<file path="src/sv/phsv2rgb_pkg.sv">
package phsv2rgb_pkg;

    // Bit positions of the packed input word.
    localparam int unsigned HSV_FLAG_BIT = 31;
    localparam int unsigned HUE_NEG_BIT  = 30;

    localparam int unsigned HUE_RANGE = 360;
    localparam int unsigned HUE_SECT  = 60;
    localparam int unsigned REM_MAX   = 59;
    localparam int unsigned LEVEL_MAX = 63;
    localparam int unsigned QDIV      = LEVEL_MAX * REM_MAX;

    // Reciprocals for exact truncating division over the operand ranges in use.
    // A reciprocal k = ceil(2^n / d) is exact while x * (k * d - 2^n) < 2^n.
    localparam int unsigned       HUE_SHIFT = 20;
    localparam longint unsigned   HUE_RECIP =
        ((64'd1 << HUE_SHIFT) + HUE_RANGE - 1) / HUE_RANGE;
    localparam int unsigned       P_SHIFT   = 20;
    localparam longint unsigned   P_RECIP   =
        ((64'd1 << P_SHIFT) + LEVEL_MAX - 1) / LEVEL_MAX;
    localparam int unsigned       Q_SHIFT   = 32;
    localparam longint unsigned   Q_RECIP   =
        ((64'd1 << Q_SHIFT) + QDIV - 1) / QDIV;

    // Clock edges from an accepted request to its result strobe.
    localparam int unsigned LATENCY = 7;

    typedef enum logic [2:0] {
        REGION_0 = 3'd0,
        REGION_1 = 3'd1,
        REGION_2 = 3'd2,
        REGION_3 = 3'd3,
        REGION_4 = 3'd4,
        REGION_5 = 3'd5
    } region_t;

    typedef struct packed {
        region_t    region;
        logic [5:0] rem;
    } hue_t;

endpackage

</file>
<file path="src/sv/phsv2rgb_hue.sv">
module phsv2rgb_hue (
    input  logic                clk,
    input  logic [11:0]         mag,
    input  logic                neg,
    output phsv2rgb_pkg::hue_t  hue
);

    logic [23:0] prod_next;
    logic [3:0]  quo_reg;
    logic [11:0] mag_reg;
    logic        neg1_reg;

    logic [11:0] red_next;
    logic [8:0]  h_next;
    logic [8:0]  h_reg;

    phsv2rgb_pkg::region_t region_next;
    logic [8:0]            base_next;
    phsv2rgb_pkg::hue_t    hue_reg;

    // Stage 1: quotient of the magnitude by the hue range.
    assign prod_next = mag * 12'(phsv2rgb_pkg::HUE_RECIP);

    // Stage 2: remainder, mirrored for a negative hue.
    always_comb
    begin
        red_next = mag_reg - (12'(quo_reg) * 12'(phsv2rgb_pkg::HUE_RANGE));
        if (neg1_reg && (red_next != 12'd0))
        begin
            h_next = 9'(phsv2rgb_pkg::HUE_RANGE) - red_next[8:0];
        end
        else
        begin
            h_next = red_next[8:0];
        end
    end

    // Stage 3: sector and offset inside the sector.
    always_comb
    begin
        if (h_reg >= 9'(5 * phsv2rgb_pkg::HUE_SECT))
        begin
            region_next = phsv2rgb_pkg::REGION_5;
            base_next   = 9'(5 * phsv2rgb_pkg::HUE_SECT);
        end
        else if (h_reg >= 9'(4 * phsv2rgb_pkg::HUE_SECT))
        begin
            region_next = phsv2rgb_pkg::REGION_4;
            base_next   = 9'(4 * phsv2rgb_pkg::HUE_SECT);
        end
        else if (h_reg >= 9'(3 * phsv2rgb_pkg::HUE_SECT))
        begin
            region_next = phsv2rgb_pkg::REGION_3;
            base_next   = 9'(3 * phsv2rgb_pkg::HUE_SECT);
        end
        else if (h_reg >= 9'(2 * phsv2rgb_pkg::HUE_SECT))
        begin
            region_next = phsv2rgb_pkg::REGION_2;
            base_next   = 9'(2 * phsv2rgb_pkg::HUE_SECT);
        end
        else if (h_reg >= 9'(phsv2rgb_pkg::HUE_SECT))
        begin
            region_next = phsv2rgb_pkg::REGION_1;
            base_next   = 9'(phsv2rgb_pkg::HUE_SECT);
        end
        else
        begin
            region_next = phsv2rgb_pkg::REGION_0;
            base_next   = 9'd0;
        end
    end

    always_ff @(posedge clk)
    begin
        quo_reg        <= prod_next[23:20];
        mag_reg        <= mag;
        neg1_reg       <= neg;
        h_reg          <= h_next;
        hue_reg.region <= region_next;
        hue_reg.rem    <= 6'(h_reg - base_next);
    end

    assign hue = hue_reg;

endmodule

</file>
<file path="src/sv/packed_hsv_to_rgb_convert.sv">
// Channel   | Direction | Handshake      | Payload
// ----------+-----------+----------------+------------------------------------
// request   | in        | start, busy    | color_word[31:0]
// result    | out       | done           | rgb888_word[29:0], rgb565_word[15:0]
//
// A request is taken on any cycle with start high; busy is never raised.
// Each result is strobed by done for one cycle.
// The pipeline has seven stages: hue reduction, scaling,
// two multiply stages and reciprocal division, then channel selection.
// Reset clears the valid bits of every stage; payload registers are not reset.
// The receiver cannot stall the pipeline, so nothing is ever held back.
module packed_hsv_to_rgb_convert (
    input  logic        clk,
    input  logic        rst_n,
    input  logic        start,
    output logic        busy,
    input  logic [31:0] color_word,
    output logic        done,
    output logic [29:0] rgb888_word,
    output logic [15:0] rgb565_word
);

    logic [6:1]  valid_reg;
    logic [29:0] word_reg [1:6];
    logic        hsv_reg  [1:6];

    // Value through stage 6, saturation through stage 3.
    logic [7:0]  v_next;
    logic [7:0]  v_reg    [1:6];
    logic [5:0]  s_reg    [1:3];

    phsv2rgb_pkg::hue_t    hue;
    phsv2rgb_pkg::region_t region_reg [4:6];

    // Stage 4 products.
    logic [11:0] sr_dn_reg;
    logic [11:0] sr_up_reg;
    logic [13:0] pn_reg;

    // Stage 5 products.
    logic [19:0] nd_reg;
    logic [19:0] nu_reg;
    logic [28:0] pp_reg;

    // Stage 6 quotients.
    logic [40:0] qd_prod;
    logic [40:0] qu_prod;
    logic [7:0]  qdn_reg;
    logic [7:0]  qup_reg;
    logic [7:0]  p_reg;

    logic [7:0]  r_next;
    logic [7:0]  g_next;
    logic [7:0]  b_next;
    logic [29:0] c888_next;

    logic        done_reg;
    logic [29:0] rgb888_reg;
    logic [15:0] rgb565_reg;

    assign busy = 1'b0;

    phsv2rgb_hue u_hue (
        .clk (clk),
        .mag (color_word[23:12]),
        .neg (color_word[phsv2rgb_pkg::HUE_NEG_BIT]),
        .hue (hue)
    );

    // 255/63 = 4 + 3/63, so the scaled value is 4*v6 plus v6 divided by 21.
    always_comb
    begin
        v_next = {color_word[5:0], 2'b00};
        if (color_word[5:0] == 6'd63)
        begin
            v_next = v_next + 8'd3;
        end
        else if (color_word[5:0] >= 6'd42)
        begin
            v_next = v_next + 8'd2;
        end
        else if (color_word[5:0] >= 6'd21)
        begin
            v_next = v_next + 8'd1;
        end
    end

    assign qd_prod = nd_reg * 21'(phsv2rgb_pkg::Q_RECIP);
    assign qu_prod = nu_reg * 21'(phsv2rgb_pkg::Q_RECIP);

    always_comb
    begin
        case (region_reg[6])
            phsv2rgb_pkg::REGION_0:
            begin
                r_next = v_reg[6]; g_next = qup_reg;  b_next = p_reg;
            end
            phsv2rgb_pkg::REGION_1:
            begin
                r_next = qdn_reg;  g_next = v_reg[6]; b_next = p_reg;
            end
            phsv2rgb_pkg::REGION_2:
            begin
                r_next = p_reg;    g_next = v_reg[6]; b_next = qup_reg;
            end
            phsv2rgb_pkg::REGION_3:
            begin
                r_next = p_reg;    g_next = qdn_reg;  b_next = v_reg[6];
            end
            phsv2rgb_pkg::REGION_4:
            begin
                r_next = qup_reg;  g_next = p_reg;    b_next = v_reg[6];
            end
            default:
            begin
                r_next = v_reg[6]; g_next = p_reg;    b_next = qdn_reg;
            end
        endcase

        if (hsv_reg[6])
        begin
            c888_next = {word_reg[6][29:24], r_next, g_next, b_next};
        end
        else
        begin
            c888_next = word_reg[6];
        end
    end

    always_ff @(posedge clk or negedge rst_n)
    begin
        if (!rst_n)
        begin
            valid_reg <= '0;
            done_reg  <= 1'b0;
        end
        else
        begin
            valid_reg <= {valid_reg[5:1], start & ~busy};
            done_reg  <= valid_reg[6];
        end
    end

    always_ff @(posedge clk)
    begin
        word_reg[1] <= color_word[29:0];
        hsv_reg[1]  <= color_word[phsv2rgb_pkg::HSV_FLAG_BIT];
        for (int i = 2; i <= 6; i++)
        begin
            word_reg[i] <= word_reg[i-1];
            hsv_reg[i]  <= hsv_reg[i-1];
        end

        v_reg[1] <= v_next;
        s_reg[1] <= color_word[11:6];
        for (int i = 2; i <= 6; i++)
        begin
            v_reg[i] <= v_reg[i-1];
        end
        for (int i = 2; i <= 3; i++)
        begin
            s_reg[i] <= s_reg[i-1];
        end

        // Stage 4: saturation products.
        region_reg[4] <= hue.region;
        sr_dn_reg     <= s_reg[3] * hue.rem;
        sr_up_reg     <= s_reg[3] * 6'(6'(phsv2rgb_pkg::REM_MAX) - hue.rem);
        pn_reg        <= v_reg[3] * 6'(6'(phsv2rgb_pkg::LEVEL_MAX) - s_reg[3]);

        // Stage 5: numerators and the reciprocal product for p.
        region_reg[5] <= region_reg[4];
        nd_reg        <= v_reg[4] * 12'(12'(phsv2rgb_pkg::QDIV) - sr_dn_reg);
        nu_reg        <= v_reg[4] * 12'(12'(phsv2rgb_pkg::QDIV) - sr_up_reg);
        pp_reg        <= pn_reg * 15'(phsv2rgb_pkg::P_RECIP);

        // Stage 6: quotients, all below 256.
        region_reg[6] <= region_reg[5];
        qdn_reg       <= qd_prod[39:32];
        qup_reg       <= qu_prod[39:32];
        p_reg         <= pp_reg[27:20];

        // Stage 7: output register.
        rgb888_reg <= c888_next;
        rgb565_reg <= {c888_next[23:19], c888_next[15:10], c888_next[7:3]};
    end

    assign done        = done_reg;
    assign rgb888_word = rgb888_reg;
    assign rgb565_word = rgb565_reg;

    a_done_follows_start: assert property (@(posedge clk) disable iff (!rst_n)
        done |-> $past(start, phsv2rgb_pkg::LATENCY))
        else $error("result strobe without a matching request");

    a_start_gives_done: assert property (@(posedge clk) disable iff (!rst_n)
        start |-> ##7 done)
        else $error("request lost in the pipeline");

    a_rgb_passthrough: assert property (@(posedge clk) disable iff (!rst_n)
        done && !$past(color_word[31], phsv2rgb_pkg::LATENCY)
        |-> rgb888_word == $past(color_word[29:0], phsv2rgb_pkg::LATENCY))
        else $error("RGB request not passed through unchanged");

    a_alpha_kept: assert property (@(posedge clk) disable iff (!rst_n)
        done |-> rgb888_word[29:24] == $past(color_word[29:24], phsv2rgb_pkg::LATENCY))
        else $error("alpha altered");

    a_565_matches: assert property (@(posedge clk) disable iff (!rst_n)
        done |-> rgb565_word == {rgb888_word[23:19], rgb888_word[15:10], rgb888_word[7:3]})
        else $error("RGB565 word disagrees with RGB888 word");

endmodule

</file>
<file path="config.mk">
export PLATFORM = sky130hd
export DESIGN_NAME = packed_hsv_to_rgb_convert
export DESIGN_NICKNAME = d
export VERILOG_FILES = /design/src/sv/phsv2rgb_pkg.sv /design/src/sv/phsv2rgb_hue.sv /design/src/sv/packed_hsv_to_rgb_convert.sv
export SDC_FILE = /design/constraint.sdc
export NUM_CORES = 2
export LEC_CHECK = 0
export BUFFER_PORTS_ARGS = -buffer_cell sky130_fd_sc_hd__buf_2
export CAP_MARGIN = 15
export CORE_MARGIN = 1.5
export CORE_UTILIZATION = 30
export DETAILED_ROUTE_END_ITERATION = 12
export GPL_TIMING_DRIVEN = 0
export SKIP_LAST_GASP = 1
export SYNTH_ARGS = -nofsm -noshare
export SYNTH_HDL_FRONTEND = slang
export SYNTH_SLANG_ARGS = --single-unit
export TNS_END_PERCENT = 50
</file>
<file path="constraint.sdc">
create_clock -name clk -period 18.4 [get_ports clk]
set_clock_uncertainty 0.1 [all_clocks]
set_input_delay 0.92 -clock clk [delete_from_list [all_inputs] [get_ports clk]]
set_output_delay 0.92 -clock clk [all_outputs]
set_load 0.01 [all_outputs]
</file>
# Word-level counts from Yosys, hierarchy flattened
# Memories as Yosys holds them, arrays and structs flattened.
# Cells that the tools add are included.
# W data, S select, Z words.
[classes]
n_addsub = 10
mul = 10
n_lt_le_gt_ge = 7
n_eq_ne = 5
mux = 17
reduce_logical = 8
[op_table]
columns = ["operator", "count"]
rows = [
  ["$mul A20 B21 Y40 const B", 2],
  ["$pmux W8 S3", 3],
  ["$mul A8 B12 Y20", 2],
  ["$mux W6", 5],
  ["$mul A14 B15 Y28 const B", 1],
  ["$mul A12 B12 Y24 const B", 1],
  ["$mul A6 B6 Y12", 2],
  ["$mux W24", 1],
  ["$mux W8", 3],
  ["$sub A12 B12 Y12 const A", 2],
  ["$ge A9 B8 Y1 const B", 2],
  ["$add A8 B2 Y8 const B", 2],
  ["$mul A8 B6 Y14", 1],
  ["$reduce_bool A12 Y1", 1],
  ["$sub A12 B12 Y12", 1],
  ["$sub A6 B6 Y6 const A", 2],
  ["$reduce_or A2 Y1", 5],
  ["$ge A9 B6 Y1 const B", 1],
  ["$ge A9 B7 Y1 const B", 1],
  ["$ge A9 B9 Y1 const B", 1],
  ["$mul A4 B6 Y9 const B", 1],
  ["$mux W9", 1],
  ["$sub A9 B9 Y9 const A", 1],
  ["$add A8 B1 Y8 const B", 1],
  ["11 further kinds", 14],
]
[totals]
reg_bits = 218
ram_bits = 261
inputBits = 35
output_inout_bits = 48
wordCells = 82
memories = 5
[memory_table]
columns = ["memory", "words", "width", "read_ports", "rd_ports_with_merged_regs", "write_ports", "line_no", "rtl"]
rows = [
  ["word_reg", 6, 30, 6, 0, 6, "packed_hsv_to_rgb_convert.sv:24", "logic [29:0] word_reg [1:6];"],
  ["v_reg", 6, 8, 6, 0, 6, "packed_hsv_to_rgb_convert.sv:29", "logic [7:0] v_reg [1:6];"],
  ["s_reg", 3, 6, 3, 0, 3, "packed_hsv_to_rgb_convert.sv:30", "logic [5:0] s_reg [1:3];"],
  ["region_reg", 3, 3, 3, 0, 3, "packed_hsv_to_rgb_convert.sv:33", "phsv2rgb_pkg::region_t region_reg [4:6];"],
  ["hsv_reg", 6, 1, 6, 0, 6, "packed_hsv_to_rgb_convert.sv:25", "logic hsv_reg [1:6];"],
]

# Logic depth before layout (Yosys ltp)
[logic_depth]
ltp_word = 7
mapped_depth = 22

# Cells and area by module
# From an unflattened synthesis, not the netlist that was laid out.
[unflattened]
cells_unflattened = 3430
area_unflattened_um2 = 35345.1
[modules_own_cells]
columns = ["module", "instances", "cells_per_inst", "area_per_inst_um2", "seq_area_each_um2"]
rows = [
  ["packed_hsv_to_rgb_convert", 1, 3077, 31660.4, 7121.8],
  ["phsv2rgb_hue", 1, 353, 3684.8, 700.7],
]

# Worst setup path before layout
# OpenSTA, ideal clock, no wires.
[synth_timing]
path_kind = "register to register"
startpoint = "reg sr_dn_reg[1]"
endpoint = "reg nd_reg[19]"
setup_time_ps = 119
arrival_time_ps = 5732
required_ps = 18181
path_slack_ps = 12448
stages_incl_launch_ff = 21
period_less_slack_ps = 5952
path_cell_list = "dfxtp_1 ha_1 or3_1 or3_1 a21oi_1 xor2_1 and2_1 fa_1 fa_1 fa_1 inv_1 fa_1 inv_1 ha_1 a21o_1 a21o_1 a21oi_1 o21ai_0 o41ai_1 mux2i_1 nor2_1"
[synth_via]
elab_chain_cells = 2
[synth_rtl]
columns = ["item", "line_no", "rtl"]
rows = [
  ["from (decl)", "packed_hsv_to_rgb_convert.sv:36", "logic [11:0] sr_dn_reg;"],
  ["from (signal assigned)", "packed_hsv_to_rgb_convert.sv:167", "sr_dn_reg <= s_reg[3] * hue.rem;"],
  ["$sub A12 B12 Y12", "packed_hsv_to_rgb_convert.sv:173", "nd_reg <= v_reg[4] * 12'(12'(phsv2rgb_pkg::QDIV) - sr_dn_reg);"],
  ["$mul A8 B12 Y20", "packed_hsv_to_rgb_convert.sv:173", ""],
  ["to (signal assigned)", "packed_hsv_to_rgb_convert.sv:173", ""],
  ["to (decl)", "packed_hsv_to_rgb_convert.sv:41", "logic [19:0] nd_reg;"],
]
# No other way between the ends.
# A chain may end at the register's enable or synchronous reset.

# Final worst setup path
# Same ends and word-level chain as after synthesis.

==> results.cfg <==
[logic_synthesis]
synth_area_um2 = 34900
syn-num-nets = 4615
yosysUniqueCellTypes = 74
synth_top_area_frac = 0.255
synth.top_cells.by_area = ha_1 26%, fa_1 24%, dfxtp_1 21%
yosysSeqAreaShare = 0.216
synth-async-reset-ratio = 0.0187
ys_seq_elements = 375
avgSynthCellArea_um2 = 10.1
syn-instance-count = 3446
synth_edf_count = 0
yosys_warnings = 0
synth_top_cell_by_area = ha_1
synthFlopType = dfxtp_1

[die]
start_util = 0.304
num_rows = 124
fp.dieH_um = 344
die-area_um2 = 118000
design.core.area_um2 = 115000
die_x_um = 344
io_pins = 83

[drt]
post-route-drc-count = 0
drt-initial-drc-count = 998
viasPerCell = 4.45
wl_um = 72200
antenna_left = 0
vias = 22700
firstDrtPassIters = 7
routedWlPerCell_um = 14.1

[placed_design]
portBuffers = 81
dp_hpwl_um = 60700
post-place-ws_ns = 11.82
place_congestion = 0.876

[cts]
clk_latency_ns = 0.58
post-cts-setup-buffers = 0
htree_num_levels = 2
holdBufCountCts = 0
cts_sinks = 375
root_buffer = clkbuf_16
clockBufferDepth = 3
clk_pin_slew_ns = 0.06
cts_made_buffers = 41
cts_tree = yes
cts_resized = 0

[worst_setup_path]
worstPathArrival_ns = 6.99
crit_cells = 20
cp_common_cell = fa_1
r2r.worst_path.cells = 20
reg2reg_from = sr_dn_reg[1]$_DFF_P_
path_cells = ha_1, or3_1, or3_1, a21oi_1, xor2_1, and2_1, fa_1, fa_1, fa_1, inv_1, fa_1, inv_1, ha_1, a21o_1, a21o_1, a21oi_1, o21ai_0, o41ai_1, mux2i_1, nor2_1
crit_fanout = 10
max_stage_delay_ns = 0.54
required_ns = 18.76
endpoint = nd_reg[19]$_DFF_P_
startpoint = sr_dn_reg[1]$_DFF_P_
path_buf_inv = 2
r2r-end = nd_reg[19]$_DFF_P_
cp-start-kind = flip-flop
crit_family = adder cells
slowest_stage = fa_1
critPathKind = flip-flop to flip-flop
r2r_slack_ns = 11.76
end_kind = flip-flop

[final_layout]
largest_reg_flops = 150
final_common_cell = inv_1
final_layout_size_suffix_gt1_frac = 0.0539
area_growth_pct = 10.7
mostFrequentLayoutCells = 746 x inv_1, 712 x ha_1, 422 x fa_1, 368 x dfxtp_1, 142 x nand2_1
fin_nets = 4739

[timing]
clock.fmax_mhz = 151
finalSetupTns_ns = 0
maxSlewHeadroom = 0.471
timing.final.crit_share = 0.361
tightestPinTransition_ns = 0.791
rsz0062_at_grt = no
setup_viol = 0
finalHoldViolCount = 0
fin_crit_ns = 6.64
setup_ws_ns = 11.76
slew_violations = 0

[global_route]
grt_usage = 0.127
grt_overflow = 0
grt_max_degree = 18
grt_pass1_wl_um = 122000
antenna_found_initial = 1
grt_pass1_vias = 23800

[min_path]
hold_class = input pin to async pin

[job]
cap_violations = 0

[outcome]
status = complete, no violations
cells by family (layout without fill, tap and decap cells):
family | after synthesis | after routing | share of synthesized area
mux | 12 | 12 | 0.00362
simple gates | 610 | 610 | 0.0922
xor+xnor | 114 | 114 | 0.0286
flops | 375 | 375 | 0.216
compound gates | 387 | 387 | 0.0732
other cells | 1 | 2 | 0.000107
fa+ha+maj | 1134 | 1134 | 0.497
buf+inv | 813 | 969 | 0.0892
Yosys cell counts, types with 47 or more instances:
master / number
a21oi_1: 136
and2_1: 131
clkbuf_1: 47
dfxtp_1: 368
fa_1: 422
ha_1: 712
inv_1: 746
nand2_1: 142
nor2_1: 94
nor2b_1: 88
o21ai_0: 57
xnor2_1: 79
per-stage QoR:
step	utilization	area [um^2]	instances	hold slack (ns)
after CTS	0.337	38600	5114	0.0439
after floorplan	-	34900	3446	0.210
final	0.337	38600	5115	0.0788
after global routing	0.337	38600	5114	0.0624
after detailed placement	0.324	37200	5039	0.212
after global placement	0.324	37200	5039	0.210
worst min path at each step:
stage	from	to	slack, ns
6_report	rst_n	valid_reg[6]$_DFF_PN0_	0.08
5_1_grt	rst_n	valid_reg[6]$_DFF_PN0_	0.06
4_1_cts	rst_n	done$_DFF_PN0_	0.04
3_5_place_dp	u_hue.hue[8]$_SDFF_PP1_	region_reg[1][2]$_DFF_P_	0.21
3_3_place_gp	region_reg[1][0]$_DFF_P_	region_reg[1][3]$_DFF_P_	0.21
2_1_floorplan	hsv_reg[0][1]$_DFF_P_	hsv_reg[0][2]$_DFF_P_	0.21
layout make-up:
type                       count  area [um^2]
buffer                        67          315
clock buffer                  50         1090
sequential                   375         7540
clock inverter                25          342
fill                       11800        76200
multi-input combinational   2258        24300
tap                         1512         1890
inverter                     746         2800
antenna                        1         2.50
timing repair buffer          81          405
layer usage:
layer  wire length (um)  vias to the layer above  GRT usage
met3               2400                       93     0.0136
met1              34600                    11000      0.173
li1                   -                    11300          -
met4               1440                        0     0.0285
met5                  0                        -          0
met2              33700                      359      0.216
Power is not shown: default switching activity piles up to over one toggle a cycle in this logic, so the estimate is an artifact.
